$ cat config.mk
export PLATFORM = sky130hd
export DESIGN_NAME = speed_command_frame_parser_top_flat
export DESIGN_NICKNAME = d
export VERILOG_FILES = /design/src/rtl/core/scfp_pkg.sv /design/src/rtl/core/scfp_if.sv /design/src/rtl/core/scfp_frame_check.sv /design/src/rtl/core/speed_command_frame_parser_top.sv /design/src/flat_wrapper.sv
export VERILOG_INCLUDE_DIRS = /design/src /design/src/rtl/core
export SDC_FILE = /design/constraint.sdc
export NUM_CORES = 1
export LEC_CHECK = 0
export BUFFER_PORTS_ARGS = -buffer_cell sky130_fd_sc_hd__buf_2
export CAP_MARGIN = 25
export CORE_MARGIN = 4
export CORE_UTILIZATION = 55
export DETAILED_ROUTE_END_ITERATION = 10
export GPL_ROUTABILITY_DRIVEN = 0
export GPL_TIMING_DRIVEN = 0
export PLACE_DENSITY_LB_ADDON = 0.15
export SYNTH_ARGS = -nofsm -noshare
export SYNTH_HDL_FRONTEND = slang
export SYNTH_SLANG_ARGS = --single-unit
$ cat constraint.sdc
create_clock -name clock -period 10.55 [get_ports clock]
set_clock_uncertainty 0.1 [all_clocks]
set_input_delay 2.11 -clock clock [delete_from_list [all_inputs] [get_ports clock]]
set_output_delay 2.11 -clock clock [all_outputs]
set_load 0.01 [all_outputs]
$ cat src/rtl/core/speed_command_frame_parser_top_macros.svh
// Assertion macros shared by the speed command frame parser RTL.
`ifndef SPEED_COMMAND_FRAME_PARSER_TOP_MACROS_SVH
`define SPEED_COMMAND_FRAME_PARSER_TOP_MACROS_SVH

`ifndef SYNTH
// Same-cycle implication, checked at every rising clock edge outside reset.
`define SCFP_ASSERT_SAME(label, clk, rst, ante, cons) \
   label: assert property (@(posedge clk) disable iff (rst) (ante) |-> (cons)) \
      else $error("scfp assertion failed");
// Next-cycle implication.
`define SCFP_ASSERT_NEXT(label, clk, rst, ante, cons) \
   label: assert property (@(posedge clk) disable iff (rst) (ante) |=> (cons)) \
      else $error("scfp assertion failed");
`else
`define SCFP_ASSERT_SAME(label, clk, rst, ante, cons)
`define SCFP_ASSERT_NEXT(label, clk, rst, ante, cons)
`endif

`endif

$ cat src/rtl/core/scfp_pkg.sv
// Constants and types of the speed command frame parser.
package scfp_pkg;

   localparam int WinLen   = 11;
   localparam int StoreLen = WinLen - 1;
   localparam int CountW   = $clog2(WinLen);

   localparam logic [7:0] HdrByte     = 8'hAA;
   localparam logic [7:0] TailByte    = 8'h55;
   localparam logic [7:0] FrameLen    = 8'(WinLen);
   localparam logic [7:0] CmdGroupOne = 8'h01;
   localparam logic [7:0] CmdGroupTwo = 8'h02;

   // target_group codes
   localparam logic [1:0] GroupFirst  = 2'd0;
   localparam logic [1:0] GroupSecond = 2'd1;
   localparam logic [1:0] GroupOther  = 2'd2;

   typedef logic [StoreLen-1:0][7:0] store_type;
   typedef logic [WinLen-1:0][7:0]   window_type;
   typedef logic [CountW-1:0]        count_type;

   typedef struct packed {
      logic [1:0]         target_group;
      logic [7:0]         command_byte;
      logic signed [15:0] speed_first;
      logic signed [15:0] speed_second;
      logic signed [15:0] speed_third;
   } result_type;

   // Outcome of one byte on the window
   typedef struct packed {
      logic      emit;
      count_type count;
   } status_type;

endpackage

$ cat src/rtl/core/scfp_if.sv
// Valid/ready channel interfaces for received bytes and parsed frames.
interface scfp_req_if;
   logic       valid;
   logic       ready;
   logic [7:0] rx_byte;

   modport source (output valid, output rx_byte, input ready);
   modport sink (input valid, input rx_byte, output ready);
endinterface

interface scfp_rsp_if;
   logic               valid;
   logic               ready;
   logic [1:0]         target_group;
   logic [7:0]         command_byte;
   logic signed [15:0] speed_first;
   logic signed [15:0] speed_second;
   logic signed [15:0] speed_third;

   modport source (output valid, output target_group, output command_byte,
                   output speed_first, output speed_second, output speed_third,
                   input ready);
   modport sink (input valid, input target_group, input command_byte,
                 input speed_first, input speed_second, input speed_third,
                 output ready);
endinterface

$ cat src/rtl/core/scfp_frame_check.sv
// Window append, frame check and resync shift for one received byte.
module scfp_frame_check
   import scfp_pkg::*;
(
   input  store_type  win,
   input  count_type  count,
   input  logic [7:0] rx_byte,
   output store_type  win_next,
   output status_type status,
   output result_type result
);

   window_type      full;
   window_type      shifted;
   logic            is_full;
   logic [7:0]      len;
   logic [7:0]      parity;
   logic [3:0]      drop;
   logic            good;

   // Full window: stored bytes plus the incoming one at the end
   assign full    = {rx_byte, win};
   assign is_full = (count == count_type'(StoreLen));
   assign len     = full[1];
   assign parity  = full[1] ^ full[2] ^ full[3] ^ full[4] ^
                    full[5] ^ full[6] ^ full[7] ^ full[8];

   // How many bytes leave the front of a full window
   always_comb begin
      good = 1'b0;
      if (full[0] != HdrByte) begin
         drop = 4'd1;
      end else if (len > FrameLen) begin
         drop = 4'(WinLen);
      end else if (len != FrameLen) begin
         drop = (len == 8'd0) ? 4'd1 : len[3:0];
      end else begin
         drop = 4'(WinLen);
         good = (full[WinLen-1] == TailByte) && (parity == full[StoreLen-1]);
      end
   end

   assign shifted = full >> {drop, 3'b000};

   // Next window contents and fill count
   always_comb begin
      win_next = win;
      if (is_full) begin
         win_next     = shifted[StoreLen-1:0];
         status.count = count_type'(4'(WinLen) - drop);
         status.emit  = good;
      end else begin
         win_next[count] = rx_byte;
         status.count    = count + count_type'(1);
         status.emit     = 1'b0;
      end
   end

   // Result fields of a good frame
   always_comb begin
      result.command_byte = full[2];
      result.speed_first  = '0;
      result.speed_second = '0;
      result.speed_third  = '0;
      if (full[2] == CmdGroupOne || full[2] == CmdGroupTwo) begin
         result.target_group = (full[2] == CmdGroupOne) ? GroupFirst : GroupSecond;
         result.speed_first  = signed'({full[4], full[3]});
         result.speed_second = signed'({full[6], full[5]});
         result.speed_third  = signed'({full[8], full[7]});
      end else begin
         result.target_group = GroupOther;
      end
   end

endmodule

$ cat src/rtl/core/speed_command_frame_parser_top.sv
// Speed command frame parser: takes one received byte per transfer and
// collects 11-byte frames (0xAA header, length 11, command, three signed
// little-endian 16-bit speeds, XOR of bytes 1..8, 0x55 tail). A bad header,
// length, tail or checksum drops bytes from the front of the window to
// resynchronize; a good frame yields one result transfer. The block takes a
// byte every cycle while the result register is free or being read; a byte
// waits in the input register, where the window check and shift run in one
// pass, and a frame's result is then written to the result register, which
// holds it while the sink stalls; bytes then wait in the input register.
`include "speed_command_frame_parser_top_macros.svh"

module speed_command_frame_parser_top
   import scfp_pkg::*;
(
   input logic        clock,
   input logic        reset,
   scfp_req_if.sink   req_if,
   scfp_rsp_if.source rsp_if
);

   logic       in_valid_ff;
   logic [7:0] in_byte_ff;
   store_type  win_ff;
   store_type  win_in;
   count_type  count_ff;
   logic       rsp_valid_ff;
   result_type rsp_data_ff;
   status_type status;
   result_type result;
   logic       advance;

   // Byte in the input register moves on when the result register is free or being read
   assign advance      = in_valid_ff && (!rsp_valid_ff || rsp_if.ready);
   assign req_if.ready = !in_valid_ff || advance;

   scfp_frame_check u_check (
      .win      (win_ff),
      .count    (count_ff),
      .rx_byte  (in_byte_ff),
      .win_next (win_in),
      .status   (status),
      .result   (result)
   );

   // Input register
   always_ff @(posedge clock) begin
      if (reset) begin
         in_valid_ff <= 1'b0;
      end else if (req_if.ready) begin
         in_valid_ff <= req_if.valid;
      end
      if (req_if.ready && req_if.valid) begin
         in_byte_ff <= req_if.rx_byte;
      end
   end

   // Window state
   always_ff @(posedge clock) begin
      if (reset) begin
         count_ff <= '0;
      end else if (advance) begin
         count_ff <= status.count;
      end
      if (advance) begin
         win_ff <= win_in;
      end
   end

   // Result register
   always_ff @(posedge clock) begin
      if (reset) begin
         rsp_valid_ff <= 1'b0;
      end else if (advance) begin
         rsp_valid_ff <= status.emit;
      end else if (rsp_if.ready) begin
         rsp_valid_ff <= 1'b0;
      end
      if (advance && status.emit) begin
         rsp_data_ff <= result;
      end
   end

   assign rsp_if.valid        = rsp_valid_ff;
   assign rsp_if.target_group = rsp_data_ff.target_group;
   assign rsp_if.command_byte = rsp_data_ff.command_byte;
   assign rsp_if.speed_first  = rsp_data_ff.speed_first;
   assign rsp_if.speed_second = rsp_data_ff.speed_second;
   assign rsp_if.speed_third  = rsp_data_ff.speed_third;

   // Fill count stays within the stored part of the window
   `SCFP_ASSERT_SAME(a_count_range, clock, reset, 1'b1, count_ff <= count_type'(StoreLen))
   // A frame is only reported from a full window
   `SCFP_ASSERT_SAME(a_emit_full, clock, reset, advance && status.emit, count_ff == count_type'(StoreLen))
   // A reported frame empties the window
   `SCFP_ASSERT_NEXT(a_emit_flush, clock, reset, advance && status.emit, count_ff == '0)

endmodule

$ cat src/flat_wrapper.sv
// flat-port wrapper written by rule: the top's interface ports become plain ports
module speed_command_frame_parser_top_flat import scfp_pkg::*;
  (clock, reset, req_if_valid, req_if_rx_byte, req_if_ready, rsp_if_valid, rsp_if_target_group, rsp_if_command_byte, rsp_if_speed_first, rsp_if_speed_second, rsp_if_speed_third, rsp_if_ready);
  scfp_req_if req_if_i ();
  scfp_rsp_if rsp_if_i ();
  input logic clock;
  input logic reset;
  input wire logic [$bits(req_if_i.valid)-1:0] req_if_valid;
  input wire logic [$bits(req_if_i.rx_byte)-1:0] req_if_rx_byte;
  output wire logic [$bits(req_if_i.ready)-1:0] req_if_ready;
  output wire logic [$bits(rsp_if_i.valid)-1:0] rsp_if_valid;
  output wire logic [$bits(rsp_if_i.target_group)-1:0] rsp_if_target_group;
  output wire logic [$bits(rsp_if_i.command_byte)-1:0] rsp_if_command_byte;
  output wire logic [$bits(rsp_if_i.speed_first)-1:0] rsp_if_speed_first;
  output wire logic [$bits(rsp_if_i.speed_second)-1:0] rsp_if_speed_second;
  output wire logic [$bits(rsp_if_i.speed_third)-1:0] rsp_if_speed_third;
  input wire logic [$bits(rsp_if_i.ready)-1:0] rsp_if_ready;
  assign req_if_i.valid = req_if_valid;
  assign req_if_i.rx_byte = req_if_rx_byte;
  assign req_if_ready = req_if_i.ready;
  assign rsp_if_valid = rsp_if_i.valid;
  assign rsp_if_target_group = rsp_if_i.target_group;
  assign rsp_if_command_byte = rsp_if_i.command_byte;
  assign rsp_if_speed_first = rsp_if_i.speed_first;
  assign rsp_if_speed_second = rsp_if_i.speed_second;
  assign rsp_if_speed_third = rsp_if_i.speed_third;
  assign rsp_if_i.ready = rsp_if_ready;
  speed_command_frame_parser_top u_core (.clock(clock), .reset(reset), .req_if(req_if_i), .rsp_if(rsp_if_i));
endmodule
==> summary.txt <==
Outcome
  – Outcome: finished, violations left
  – Failing checks: DRC

Setup path
  – CP Cell Sequence: buf_2, nor2b_1, nand2_1, buf_2
  – Setup crit start: rsp_if_ready
  – Crit-path slowest cell: nor2b_1
  – R2R Path Start: u_core.win_ff[4]
  – Worst endpoint data arrival time: 2630 ps
  – Worst EP required: 8340 ps
  – CP max stage delay: 190 ps
  – Worst setup SP type: input pin
  – Cell repeated most along the worst path: buf_2
  – CP Capture Type: primary output
  – Slack of the worst reg-to-reg path: 6930 ps
  – Worst r2r dst: u_core.win_ff[57]
  – Max FO, Critical Path: 3
  – R2R cell count: 6
  – CP Class: in2out

Clock tree
  – H-tree levels: 4
  – Total CTS buffers: 17
  – TritonCTS clock tree: built
  – Clk slew on worst S/H paths: 60 ps
  – # Post-CTS Setup Buffers: 0
  – Post-cts resize count: 0
  – Root Driver: clkbuf_16
  – Clock tree buffer depth: 2
  – # clock sinks: 152
  – Post-CTS Hold Buffers: 0
  – Worst skew pair latency: 440 ps

Cells and area
  – FILL cells: 1275
  – Final Util: 64.8%
  – Final #Nets: 987
  – Area growth syn-to-layout: 14.8%
  – Layout cells sized above 1: 17.0%
  – Finished Layout Cells: 1198
  – N_diodes: 0

Global route
  – Vias in the first global route: 7768
  – Pin count of the biggest net entering global routing: 17
  – First-pass GRT wire length: 47500 microns
  – Congestion Overflow GR: 0
  – Met2 GRT Util: 51.0%
  – Initial antenna violation count: 0
  – Met3 track demand over resource: 13.2%
  – Met1 Use GR: 45.5%
  – Most used routing layer: met2
  – GRT Resource Usage Total: 35.9%

Drt
  – WL/cell: 27.6 microns
  – Number of vias per cell: 6.91
  – DR iter-0 viols: 1712
  – Drt pass-1 iters: 11
  – Vias: 8274
  – DRC: 18
  – Routed WL: 33000 microns
  – Antenna viol nets, final: 0

Synthesis
  – Syn Area/Cell: 10.5 sq um
  – Mapped Area: 0.00903 sq mm
  – Async set or reset register ratio after synthesis: 0%
  – Synth top area cells: edfxtp_1, mux2i_1, xnor2_1
  – Synth Register Bits: 152
  – Syn_nets: 879
  – Unique cell type count in the Yosys netlist: 63
  – Top cell type's share of synthesized area: 48.5%
  – Predominant post-synthesis flop cell: edfxtp_1
  – Largest area contributor in the netlist: edfxtp_1
  – Post-synthesis cell count: 863
  – Sequential fraction of the synthesis area: 49.9%
  – EDFF count, synth: 146
  – Syn. warnings: 0

Place
  – Cell count after placement: 1166
  – IO buf count: 71
  – Post-DP HPWL: 22900 microns

Floorplanning
  – Die area: 0.0185 sq mm
  – Starting Density: 56.5%
  – Die width: 136 microns
  – Die height: 136 microns
  – Ports: 72
  – Rows: 46
  – Core Region: 0.0160 sq mm

Power
  – Cell area power density: 128 mW/mm^2
  – Leakage: 3.79 nW
  – Worst vdd ir: 0.000104 V

Timing
  – Final Cycle Share: 45.9%
  – Fin. Hold Viols: 0
  – Setup tns final: 0 ps
  – Final setup violation count: 0
  – Slew margin rel.: 15.3%
  – RSZ-0062 raised after global routing: false
  – Slew Limit Fails: 0
  – Worst-margin pin slew: 1260 ps
  – Fmax: 206 MHz
  – Period minus WS final: 4840 ps

Min path
  – Min-Delay Endpoint: u_core.rsp_if.command_byte[0]
  – HP Class: reg2reg
  – Hold Crit Depth: 0
  – HP Start: u_core.win_ff[16]

Run
  – Max-cap violation count: 0
-- kinds of logic after synthesis --
| logic type | Yosys count | synth area share, % |
|---|---|---|
| buffers and inverters | 67 | 3.45 |
| XOR/XNOR | 65 | 6.30 |
| flip-flops | 152 | 49.9 |
| AND/OR/NAND/NOR | 305 | 16.5 |
| adder cells (fa/ha/maj) | 4 | 0.554 |
| multiplexers | 77 | 8.67 |
| AO/OA/AOI/OAI | 193 | 14.6 |
-- cells in the mapped netlist (14+ instances only) --
| cell type | instances |
|---|---|
| and2_1 | 55 |
| nand2_1 | 129 |
| o21ai_0 | 30 |
| nor2_1 | 41 |
| clkbuf_1 | 31 |
| mux2i_1 | 67 |
| a21oi_1 | 38 |
| o211ai_1 | 14 |
| a22oi_1 | 16 |
| o22ai_1 | 23 |
| edfxtp_1 | 146 |
| nand3_1 | 31 |
| buf_2 | 21 |
| xnor2_1 | 56 |
-- power breakdown --
group | internal, mW | switching (mW)
Sequential | 0.662 | 0.00625
Clock | 0.346 | 0.254
Combinational | 0.0179 | 0.0406
Total | 1.03 | 0.301
-- per-stage QoR --
step	hold slack [ps]	total power [mW]	instance area, sq um	setup slack, ps
2_1_floorplan	324	0.713	9030	1340
3_3_place_gp	330	0.734	9660	-1810
5_1_grt	385	1.36	10400	5640
6_report	356	1.33	10400	5710
3_5_place_dp	347	0.735	9800	5700
4_1_cts	360	1.32	10400	5710
-- sequential cells by signal, summed over array words and instances (netlist names) --
signal                      cells
u_core.count_ff                 4
u_core.in_byte_ff               8
u_core.in_valid_ff              1
u_core.rsp_if.command_byte      8
u_core.rsp_if.speed_first      16
u_core.rsp_if.speed_second     16
u_core.rsp_if.speed_third      16
u_core.rsp_if.target_group      2
u_core.rsp_if.valid             1
u_core.win_ff                  80
-- how the worst max path moves through the flow --
stage	end	slack, ps	cells past startpoint
floorplan	u_core.rsp_if.command_byte[0]	1340	5
global placement	u_core.rsp_if.speed_second[6]	-1810	6
detailed placement	req_if_ready	5700	4
CTS	req_if_ready	5710	4
global route	req_if_ready	5640	4
finish	req_if_ready	5710	4
-- worst max-delay path: cells and delay by family --
| family | cells | cell delay (ps) |
|---|---|---|
| AND/OR/NAND/NOR | 2 | 280 |
| buffers and inverters | 2 | 240 |
-- per-layer routing --
| layer | wire length [microns] | share of wire [%] | vias up |
|---|---|---|---|
| met3 | 5250 | 16 | 243 |
| met4 | 2770 | 8.4 | 0 |
| met5 | 0 | 0 | - |
| met1 | 11500 | 35 | 3800 |
| li1 | - | - | 3415 |
| met2 | 13500 | 41 | 816 |
-- layout by cell type, fill, tap and decap left out, drive strengths merged, types with 10 or more instances in the layout --
cell type / n
nor2: 42
o22ai: 23
and2: 55
o211ai: 15
edfxtp: 146
nor2b: 11
nand2: 129
a22oi: 16
nand3: 32
o21ai: 33
a21oi: 38
buf: 119
clkbuf: 50
mux2i: 67
mux2: 10
xnor2: 56
inv: 10
-- cell type report --
type,count,area (sq um),share of cell area (%)
buffer,61,289,2.79
clock buffer,19,433,4.17
clock inverter,11,124,1.19
inverter,6,22.5,0.217
multi-input combinational,644,4230,40.8
sequential,152,4500,43.4
tap,216,270,2.61
timing repair buffer,89,495,4.78
Power figures use the tool's default switching activity.
